**src/hdl/mrrt_pkg.sv**
```systemverilog
// Shared types and constants of the memory region range table.
// Used by mrrt_ctrl, mrrt_dpath, memory_region_range_table and the testbench; no dependencies.
package mrrt_pkg;

	localparam int ADDR_W      = 64;
	localparam int DEV_W       = 32;
	localparam int TAG_W       = 32;
	localparam int MASK_W      = 4;
	localparam int PROT_W      = 2;
	localparam int CMD_W       = 3;
	localparam int TDATA_W     = 264;
	localparam int MAX_RESULTS = 16;
	localparam int CNT_W       = 5;

	typedef enum logic [CMD_W-1:0] {
		CMD_VALIDATE     = 3'd0,
		CMD_ADD          = 3'd1,
		CMD_REMOVE       = 3'd2,
		CMD_FIND_HANDLE  = 3'd3,
		CMD_FIND_START   = 3'd4,
		CMD_FIND_CONTAIN = 3'd5,
		CMD_LIST         = 3'd6
	} cmd_t;

	typedef enum logic [1:0] {
		ST_OK        = 2'd0,
		ST_INVALID   = 2'd1,
		ST_NOT_FOUND = 2'd2,
		ST_FULL      = 2'd3
	} status_t;

	typedef enum logic [2:0] {
		S_IDLE,
		S_SCAN,
		S_FINISH,
		S_RDTAG,
		S_EMIT,
		S_OUT
	} fsm_t;

	// controller -> datapath commands
	typedef struct packed {
		logic load;
		logic clear;
		logic scan;
		logic take;
		logic load_plain;
		logic load_entry;
		logic last;
	} ctl_t;

	// datapath -> controller status
	typedef struct packed {
		logic [CMD_W-1:0] op;
		logic             invalid;
		logic             found;
	} sts_t;

endpackage

```
**src/hdl/mrrt_ctrl.sv**
```systemverilog
// Command sequencer of the memory region range table: scan index, result count, handshakes.
// Depends on mrrt_pkg.
module mrrt_ctrl #(
	parameter int TABLE_ENTRIES = 16
) (
	input  logic                              clk,
	input  logic                              arst_n,
	input  logic                              in_valid,
	output logic                              in_ready,
	output logic                              out_valid,
	input  logic                              out_ready,
	input  mrrt_pkg::sts_t                    sts,
	output mrrt_pkg::ctl_t                    ctl,
	output logic [$clog2(TABLE_ENTRIES)-1:0]  idx
);

	localparam int IW = $clog2(TABLE_ENTRIES);

	mrrt_pkg::fsm_t               state_q, state_d;
	logic [IW-1:0]                idx_q;
	logic [mrrt_pkg::CNT_W-1:0]   cnt_q;
	logic                         have_pend_q;
	logic                         last_q;
	logic                         scan_end;
	logic                         is_list;
	logic                         more;

	assign idx      = idx_q;
	assign scan_end = (idx_q == IW'(TABLE_ENTRIES - 1));
	assign is_list  = (sts.op == mrrt_pkg::CMD_LIST);
	assign more     = is_list && !last_q && have_pend_q && !sts.invalid;

	always_ff @(posedge clk or negedge arst_n) begin
		if (!arst_n) begin
			state_q <= mrrt_pkg::S_IDLE;
		end else begin
			state_q <= state_d;
		end
	end

	always_comb begin
		state_d   = state_q;
		ctl       = '0;
		in_ready  = 1'b0;
		out_valid = 1'b0;
		case (state_q)
			mrrt_pkg::S_IDLE: begin
				in_ready = 1'b1;
				if (in_valid) begin
					ctl.load  = 1'b1;
					ctl.clear = 1'b1;
					state_d   = mrrt_pkg::S_SCAN;
				end
			end
			mrrt_pkg::S_SCAN: begin
				ctl.scan = 1'b1;
				if (scan_end) begin
					state_d = mrrt_pkg::S_FINISH;
				end
			end
			mrrt_pkg::S_FINISH: begin
				if (sts.invalid || sts.op == mrrt_pkg::CMD_VALIDATE ||
				    sts.op == mrrt_pkg::CMD_ADD || sts.op == mrrt_pkg::CMD_REMOVE) begin
					ctl.load_plain = 1'b1;
					state_d        = mrrt_pkg::S_OUT;
				end else if (is_list && have_pend_q) begin
					state_d = mrrt_pkg::S_RDTAG;
				end else if (!sts.found) begin
					ctl.load_plain = 1'b1;
					state_d        = mrrt_pkg::S_OUT;
				end else if (is_list) begin
					// first pick of the list: hold it and look ahead for the next
					ctl.take  = 1'b1;
					ctl.clear = 1'b1;
					state_d   = mrrt_pkg::S_SCAN;
				end else begin
					ctl.take = 1'b1;
					state_d  = mrrt_pkg::S_RDTAG;
				end
			end
			mrrt_pkg::S_RDTAG: begin
				state_d = mrrt_pkg::S_EMIT;
			end
			mrrt_pkg::S_EMIT: begin
				ctl.load_entry = 1'b1;
				ctl.last       = last_q;
				state_d        = mrrt_pkg::S_OUT;
			end
			mrrt_pkg::S_OUT: begin
				out_valid = 1'b1;
				if (out_ready) begin
					if (more) begin
						ctl.take  = 1'b1;
						ctl.clear = 1'b1;
						state_d   = mrrt_pkg::S_SCAN;
					end else begin
						state_d = mrrt_pkg::S_IDLE;
					end
				end
			end
			default: begin
				state_d = mrrt_pkg::S_IDLE;
			end
		endcase
	end

	always_ff @(posedge clk or negedge arst_n) begin
		if (!arst_n) begin
			idx_q       <= '0;
			cnt_q       <= '0;
			have_pend_q <= 1'b0;
			last_q      <= 1'b0;
		end else begin
			if (ctl.clear) begin
				idx_q <= '0;
			end else if (ctl.scan) begin
				idx_q <= idx_q + IW'(1);
			end
			if (ctl.load) begin
				cnt_q       <= '0;
				have_pend_q <= 1'b0;
			end else begin
				if (ctl.take) begin
					have_pend_q <= 1'b1;
				end
				if (state_q == mrrt_pkg::S_OUT && out_ready && more) begin
					cnt_q <= cnt_q + mrrt_pkg::CNT_W'(1);
				end
			end
			if (state_q == mrrt_pkg::S_FINISH) begin
				last_q <= !is_list || !sts.found ||
				          (cnt_q == mrrt_pkg::CNT_W'(mrrt_pkg::MAX_RESULTS - 1));
			end
		end
	end

endmodule

```
**config.mk**
```make
export PLATFORM = sky130hd
export DESIGN_NAME = mrrt_ctrl
export DESIGN_NICKNAME = d
export VERILOG_FILES = /design/src/hdl/mrrt_pkg.sv /design/src/hdl/mrrt_ctrl.sv
export SDC_FILE = /design/constraint.sdc
export NUM_CORES = 1
export LEC_CHECK = 0
export BUFFER_PORTS_ARGS = -buffer_cell sky130_fd_sc_hd__buf_2
export CAP_MARGIN = 20
export CORE_ASPECT_RATIO = 0.75
export CORE_UTILIZATION = 42
export DETAILED_ROUTE_END_ITERATION = 6
export PLACE_DENSITY = 0.62
export SYNTH_ARGS = -nofsm -noshare
export SYNTH_HDL_FRONTEND = slang
export SYNTH_SLANG_ARGS = --single-unit
```
**constraint.sdc**
```tcl
create_clock -name clk -period 3.8 [get_ports clk]
set_input_delay 0.76 -clock clk [delete_from_list [all_inputs] [get_ports clk]]
set_output_delay 0.76 -clock clk [all_outputs]
set_load 0.01 [all_outputs]
```
==> results of run 1 <==
==> power by group <==
group | switching, mW | total (mW) | internal [mW]
clock | 0.0520 | 0.110 | 0.0584
sequential | 0.0497 | 0.234 | 0.184
combinational | 0.110 | 0.213 | 0.104
==> synthesized netlist by cell type, drive strengths merged, types with 2 or more instances <==
cell type  instances
dfrtp             14
nand2b             4
or3                2
nand4b             2
inv                6
buf                2
a21oi              5
nand3              3
a211oi             2
xnor2              2
ha                 3
or4                3
or3b               3
nor2               2
nor3               5
clkbuf             5
o21ai              3
and3               2
mux2i              3
nand2              7
o31ai              5
nor4               3
nor3b              2
==> sequential cells by signal, indices dropped and copies added (netlist names) <==
register / flops
have_pend_q: 1
idx: 4
state_q: 3
cnt_q: 5
last_q: 1
==> path summary, 6_finish.rpt <==
kind	to	from	cells past startpoint
setup / recovery	ctl[5]	sts[1]	5
hold / removal	cnt_q[1]	arst_n	1
setup reg to reg	idx[0]	state_q[2]	3
hold reg to reg	last_q	last_q	2
max in group asynchronous	idx[1]	arst_n	1
min in group clk	last_q	last_q	2
==> routing by layer <==
metal | GRT usage (%) | wire length (um)
met1 | 30.0 | 1110
met2 | 29.9 | 916
met3 | 6.27 | 108
met4 | 5.85 | 13
met5 | 0 | 0
==> kinds of logic (layout without fill, tap and decap cells) <==
family / after synthesis / after routing / share of synthesized area, %
AND/OR/NAND/NOR: 46 / 46 / 32.2
buffers and inverters: 13 / 31 / 6.01
adder cells (fa/ha/maj): 3 / 3 / 3.92
XOR/XNOR: 2 / 2 / 1.83
multiplexers: 3 / 3 / 3.14
AO/OA/AOI/OAI: 23 / 23 / 16.3
flip-flops: 14 / 14 / 36.6
==> through the flow <==
stage	cells	instance area (sq um)	hold slack, ns
3_5_place_dp	142	1060	0.504
5_1_grt	146	1090	0.354
6_report	146	1090	0.349
4_1_cts	146	1090	0.358
3_3_place_gp	142	1060	0.508
2_1_floorplan	104	957	0.457
==> area by class of cell <==
cell class,instances,area [sq um]
Multi-Input combinational cell,77,549
Fill cell,194,991
Timing Repair Buffer,21,105
Sequential cell,14,350
Tap cell,24,30.0
Inverter,6,22.5
Clock buffer,4,36.3
==> impl_metrics.json, run 1 <==
{
  "status": "finished, final reports clean",
  "synthArstFlopShare_pct": 100,
  "first_pass_iters": 4,
  "wl_per_cell_um": 14.7,
  "synth_nets": 116,
  "dp_hpwl_um": 1590,
  "ctsLongestPathBuffers": 2,
  "hold_viol_final": 0,
  "p_leak_nw": 0.495,
  "post_synth_inst_count": 104,
  "viasPerCell": 5.86,
  "wirelength_um": 2150,
  "synth.cell_area_sq_um": 957,
  "slew_violations": 0,
  "yosysWarnings": 0,
  "clk_pin_slew_worst_paths_ns": 0.09,
  "yosys_most_used_dff": "dfrtp_1",
  "die_area_sq_mm": 0.00248,
  "ant_nets": 0,
  "antenna_found_initial": 0,
  "overflow": 0,
  "synth_top_area_share_pct": 36.6,
  "total_power_mw": 0.557,
  "end_kind": "output pin",
  "clock_skew_ns": 0.00780,
  "track_usage_pct": 20.6,
  "crit_top_cell": "buf_2",
  "tightest_slew_ns": 0.618,
  "cts_max_level": 1,
  "max_freq_mhz": 329,
  "initial_core_util_pct": 45.9,
  "fin_tns_setup_ns": 0,
  "synth.ff_latch_count": 14,
  "synth_top_area_cell": "dfrtp_1",
  "grt_max_degree": 15,
  "drv_cap": 0,
  "critPathLaunchType": "primary input",
  "grt_pass1_wl_um": 3800,
  "drcViolationCount": 0,
  "worstPathArrival_ns": 2.28,
  "die_x_um": 57.1,
  "first_global_vias": 789,
  "fin_crit_sh_pct": 79.9,
  "crit_family": "simple AND/OR/NAND/NOR gates",
  "rows": 14,
  "yosysSeqAreaShare_pct": 36.6,
  "dr.first_iter.drc_count": 32,
  "cts_tree": "built",
  "path_cells": "buf_2, or3b_1, o31ai_1, or2_1, buf_2",
  "crit_type": "primary input to output pin",
  "postCtsSetupBuffers": 0,
  "worst-path-buf-inv": 2,
  "r2r_slack_ns": 1.92,
  "final_util_pct": 52.5,
  "rsz0062_at_grt": "false",
  "io_pins": 22,
  "clock_sinks": 14,
  "cts_buffers": 3,
  "required_ns": 3.04,
  "nNetsFinal": 135,
  "ir_drop_uv": 371,
  "finalWeightedCongestion": 0.799,
  "postCtsResizedCells": 0,
  "diodes": 0,
  "coreArea_sq_mm": 0.00208,
  "vias": 856,
  "final_layout_size_suffix_gt1_share_pct": 24.6,
  "layout_min_cycle_time_ns": 3.04,
  "setup_ws_ns": 0.763,
  "final_cell_mix": "buf_2, dfrtp_1, nand2_1",
  "synth_cell_types": 42,
  "slowest_delay_ns": 0.61,
  "syn-mean-instance-area_sq_um": 9.20,
  "dp_worst_setup_slack_ns": 0.785,
  "powerDensity_mw_per_mm2": 510,
  "port_buffers": 21,
  "ctsHoldBuffers": 0,
  "insertion_delay_ns": 0.29,
  "holdCritPathClass": "primary input to async pin",
  "slew_headroom_pct": 58.4,
  "synth_edf_count": 0,
  "synth_area_leaders": "dfrtp_1, ha_1, o31ai_1",
  "final_common_cell": "buf_2",
  "cts_root_buffer": "clkbuf_4",
  "cp_slowest_cell": "o31ai_1",
  "setup_viol": 0,
  "cp_max_fo": 11,
  "die_h_um": 43.3,
  "area_growth_pct": 14.2
}
Note: power is estimated with default switching activity, not from simulation.
==> inputs of run 2 (changes only) <==
--- a/config.mk
+++ b/config.mk
@@ -10,7 +10,7 @@
 export CORE_ASPECT_RATIO = 0.75
 export CORE_UTILIZATION = 42
 export DETAILED_ROUTE_END_ITERATION = 6
-export PLACE_DENSITY = 0.62
+export PLACE_DENSITY = 0.64
 export SYNTH_ARGS = -nofsm -noshare
 export SYNTH_HDL_FRONTEND = slang
 export SYNTH_SLANG_ARGS = --single-unit
==> constraint.sdc (replaced) <==
create_clock -name clk -period 2.7 [get_ports clk]
set_input_delay 0.54 -clock clk [delete_from_list [all_inputs] [get_ports clk]]
set_output_delay 0.54 -clock clk [all_outputs]
set_load 0.01 [all_outputs]
==> run 2 against run 1 <==
- the run now ends with design-rule violations left
- sequential cell count unchanged
- via count up 2.0%
- sequential power up 40%
- power up 35%
- combinational power up 43%
- routed wire length down 0.70%
- first-iteration DRC count down 3.1%
- critical path type is now flip-flop to output pin
- critical endpoint unchanged
- highest routed layer unchanged
==> impl_metrics.json, run 2 (synthesis gave the netlist of run 1 again) <==
{
  "critPathLaunchType": "flip-flop",
  "fin_crit_sh_pct": 94.1,
  "cts_buffers": 3,
  "ir_drop_uv": 409,
  "grt_max_degree": 15,
  "worstPathArrival_ns": 2.00,
  "final_cell_mix": "buf_2, dfrtp_1, nand2_1",
  "largest_reg_flops": 5,
  "io_pins": 22,
  "fin_tns_setup_ns": 0,
  "crit_type": "flip-flop to output pin",
  "final_layout_size_suffix_gt1_share_pct": 26.4,
  "clk_pin_slew_worst_paths_ns": 0.08,
  "combPwrFrac_pct": 40.6,
  "die_area_sq_mm": 0.00248,
  "dp_worst_setup_slack_ns": 0.361,
  "rows": 14,
  "insertion_delay_ns": 0.28,
  "die_h_um": 43.3,
  "setup_viol": 0,
  "violations": "design-rule violations",
  "nNetsFinal": 139,
  "setup_ws_ns": 0.161,
  "cts_tree": "built",
  "wirelength_um": 2130,
  "wl_per_cell_um": 14.3,
  "layout_min_cycle_time_ns": 2.54,
  "switchingPower_mw": 0.288,
  "initial_core_util_pct": 45.9,
  "hold_viol_final": 0,
  "powerDensity_mw_per_mm2": 676,
  "drv_cap": 0,
  "seqCellArea_sq_um": 350,
  "overflow": 0,
  "p_leak_nw": 0.508,
  "slew_violations": 0,
  "die_x_um": 57.1,
  "dr.first_iter.drc_count": 31,
  "required_ns": 2.16,
  "viasPerCell": 5.86,
  "coreArea_sq_mm": 0.00208,
  "ctsHoldBuffers": 0,
  "end_kind": "output pin",
  "rsz0062_at_grt": "false",
  "holdCritPathClass": "primary input to async pin",
  "drcViolationCount": 2,
  "regMostFlops": "cnt_q",
  "ant_nets": 0,
  "postCtsSetupBuffers": 0,
  "cts_max_level": 1,
  "max_freq_mhz": 394,
  "sw_frac_of_total_pct": 38.4,
  "clock_sinks": 14,
  "cts_root_buffer": "clkbuf_4",
  "track_usage_pct": 19.9,
  "num-fill-cells": 185,
  "area_growth_pct": 15.9,
  "first_global_vias": 786,
  "tightest_slew_ns": 0.396,
  "pwr-share-clk_pct": 15.8,
  "diodes": 0,
  "grt_pass1_wl_um": 3630,
  "power_frac_seq_pct": 43.6,
  "first_pass_iters": 6,
  "antenna_found_initial": 0,
  "postCtsResizedCells": 0,
  "ctsLongestPathBuffers": 2,
  "cp_max_fo": 13,
  "clock_skew_ns": 0.00290,
  "multiInputGateArea_sq_um": 549,
  "dp_hpwl_um": 1590,
  "status": "finished, violations left",
  "finalWeightedCongestion": 0.781,
  "vias": 873,
  "port_buffers": 21,
  "internal_power_mw": 0.462,
  "slew_headroom_pct": 73.6,
  "final_common_cell": "buf_2"
}
run 2: area by class of cell:
type	instances	area share, %
clock buffer	3	2.03
inverter	6	2.03
multi-input combinational	77	49.5
sequential	14	31.6
tap	24	2.71
timing repair buffer	25	12.2
run 2: power by group through the flow:
| stage | clock network, mW | registers (mW) | logic, mW |
|---|---|---|---|
| global route | 0.132 | 0.337 | 0.344 |
| detailed placement | 0 | 0.331 | 0.305 |
| CTS | 0.121 | 0.326 | 0.308 |
| floorplan | 0 | 0.315 | 0.214 |
| finish | 0.118 | 0.327 | 0.305 |
| global placement | 0 | 0.328 | 0.306 |
run 2: per-stage QoR:
stage                     power, mW  hold WS, ns  instances  util (%)  area [sq um]
after global placement        0.633        0.465        146      52.2          1090
after CTS                     0.755        0.154        149      53.2          1110
after global routing          0.813        0.156        149      53.2          1110
after floorplan               0.528        0.244        104         -           957
final                         0.751        0.148        149      53.2          1110
after detailed placement      0.635        0.460        146      52.2          1090
run 2: routing by layer:
metal	wire (um)	GRT usage (%)	part of all wire, %
met1	1130	29.3	53
met2	847	26.6	40
met3	125	6.57	5.9
met4	27	8.29	1.3
met5	0	0	0
run 2: path summary, 6_finish.rpt:
| path | start | endpoint | slack [ns] | cells after the start |
|---|---|---|---|---|
| max in group asynchronous | arst_n | idx[2] | 2.31 | 1 |
| min in group clk | last_q | last_q | 0.52 | 2 |
| worst max register to register | cnt_q[0] | cnt_q[4] | 0.90 | 5 |
| worst min-delay path | arst_n | have_pend_q | 0.15 | 1 |
| worst min register to register | last_q | last_q | 0.52 | 2 |
| worst max-delay path | state_q[2] | ctl[5] | 0.16 | 4 |
run 2: critical path, cell delays in order (launching register included):
cell	delay, ns
dfrtp_1	0.51
or4b_2	0.82
o31ai_1	0.13
or2_1	0.14
buf_2	0.12
==> inputs of run 3 (changes only) <==
--- a/config.mk
+++ b/config.mk
@@ -8,9 +8,10 @@
 export BUFFER_PORTS_ARGS = -buffer_cell sky130_fd_sc_hd__buf_2
 export CAP_MARGIN = 20
 export CORE_ASPECT_RATIO = 0.75
-export CORE_UTILIZATION = 42
+export CORE_MARGIN = 4
+export CORE_UTILIZATION = 52
 export DETAILED_ROUTE_END_ITERATION = 6
-export PLACE_DENSITY = 0.64
+export PLACE_DENSITY = 0.74
 export SYNTH_ARGS = -nofsm -noshare
 export SYNTH_HDL_FRONTEND = slang
 export SYNTH_SLANG_ARGS = --single-unit
==> constraint.sdc (replaced) <==
create_clock -name clk -period 2.8 [get_ports clk]
set_input_delay 0.56 -clock clk [delete_from_list [all_inputs] [get_ports clk]]
set_output_delay 0.56 -clock clk [all_outputs]
set_load 0.01 [all_outputs]
==> run 3 against run 2 <==
- the run now ends clean
- via count rose by 1.1%
- core utilization is 11 points higher
- clock skew increased by 0.0014 ns
- highest routed layer unchanged
==> impl_metrics.json, run 3 (synthesis gave the netlist of run 1 again) <==
{
  "end_kind": "output pin",
  "wl_per_cell_um": 14.9,
  "regMostFlops": "cnt_q",
  "viasPerCell": 6.01,
  "die_x_um": 57.5,
  "port_buffers": 21,
  "cp_max_fo": 13,
  "largest_reg_flops": 5,
  "dp_hpwl_um": 1660,
  "dr.first_iter.drc_count": 21,
  "ir_drop_uv": 479,
  "overflow": 0,
  "tightest_slew_ns": 0.390,
  "p_leak_nw": 0.510,
  "area_growth_pct": 16.3,
  "fin_crit_sh_pct": 93.3,
  "total_power_mw": 0.763,
  "grt_max_degree": 15,
  "clk_pin_slew_worst_paths_ns": 0.09,
  "worstReg2RegStart": "state_q[2]",
  "first_global_vias": 793,
  "crit_type": "flip-flop to output pin",
  "drv_cap": 0,
  "first_pass_iters": 4,
  "clock_skew_ns": 0.00429,
  "ctsLongestPathBuffers": 2,
  "status": "finished, final reports clean",
  "wirelength_um": 2190,
  "crit_start": "state_q[2]",
  "postCtsSetupBuffers": 0,
  "final_common_cell": "buf_2",
  "die_area_sq_mm": 0.00260,
  "initial_core_util_pct": 55.0,
  "nNetsFinal": 138,
  "fin_tns_setup_ns": 0,
  "reg2reg_depth": 4,
  "cts_tree": "built",
  "clock_sinks": 14,
  "insertion_delay_ns": 0.28,
  "r2r_slack_ns": 0.94,
  "setup_viol": 0,
  "required_ns": 2.24,
  "rows": 13,
  "grt_pass1_wl_um": 3660,
  "finalWeightedCongestion": 0.779,
  "coreArea_sq_mm": 0.00174,
  "rsz0062_at_grt": "false",
  "critPathLaunchType": "flip-flop",
  "ctsHoldBuffers": 0,
  "powerDensity_mw_per_mm2": 685,
  "track_usage_pct": 18.9,
  "layout_min_cycle_time_ns": 2.61,
  "drcViolationCount": 0,
  "cts_max_level": 1,
  "slew_headroom_pct": 73.8,
  "r2r_end": "idx[1]",
  "postCtsResizedCells": 0,
  "antenna_found_initial": 0,
  "worstPathArrival_ns": 2.05,
  "io_pins": 22,
  "vias": 883,
  "slew_violations": 0,
  "hold_viol_final": 0,
  "max_freq_mhz": 383,
  "cts_buffers": 3,
  "holdCritPathClass": "primary input to async pin",
  "ant_nets": 0,
  "final_layout_size_suffix_gt1_share_pct": 26.4,
  "diodes": 0,
  "die_h_um": 45.2,
  "cts_root_buffer": "clkbuf_4",
  "final_cell_mix": "buf_2, dfrtp_1, nand2_1"
}
==> run 3: layout make-up <==
| class | count | area [sq um] |
|---|---|---|
| inverter | 6 | 22.5 |
| fill | 152 | 627 |
| sequential | 14 | 350 |
| multi-input combinational | 77 | 549 |
| tap | 22 | 27.5 |
| timing repair buffer | 24 | 128 |
| clock buffer | 4 | 36.3 |
==> run 3: layer usage <==
| metal | up-vias | GRT usage (%) | wire length, um |
|---|---|---|---|
| li1 | 436 | - | - |
| met1 | 425 | 26.6 | 1100 |
| met2 | 20 | 28.4 | 954 |
| met3 | 2 | 6.00 | 122 |
| met4 | 0 | 4.17 | 12 |
| met5 | - | 0 | 0 |
==> run 3: worst max-delay path by stage <==
| stage | cells after the start | slack (ns) | to |
|---|---|---|---|
| after global placement | 5 | 0.46 | ctl[3] |
| final | 4 | 0.19 | ctl[5] |
| after CTS | 4 | 0.19 | ctl[5] |
| after detailed placement | 5 | 0.44 | ctl[3] |
| after floorplan | 4 | 0.56 | ctl[5] |
| after global routing | 5 | 0.03 | ctl[5] |
==> run 3: through the flow <==
| stage | setup WS, ns | area, sq um | utilization [%] | std cells | hold slack [ns] |
|---|---|---|---|---|---|
| final | 0.189 | 1110 | 64.0 | 147 | 0.156 |
| after global routing | 0.0322 | 1110 | 64.0 | 147 | 0.168 |
| after CTS | 0.194 | 1110 | 64.0 | 147 | 0.160 |
| after detailed placement | 0.439 | 1080 | 61.9 | 143 | 0.472 |
| after global placement | 0.456 | 1080 | 61.9 | 143 | 0.469 |
| after floorplan | 0.563 | 957 | - | 104 | 0.264 |
==> run 3: critical path, stage by stage (launching register included) <==
cell	delay (ns)
dfrtp_1	0.52
or4b_2	0.84
o31ai_1	0.14
or2_1	0.14
buf_2	0.12
==> run 3: report_power, final <==
group	internal (mW)	total [mW]	switching (mW)	leakage, nW
Combinational	0.149	0.308	0.159	0.310
Clock	0.0792	0.145	0.0660	0.0210
Sequential	0.250	0.310	0.0603	0.179
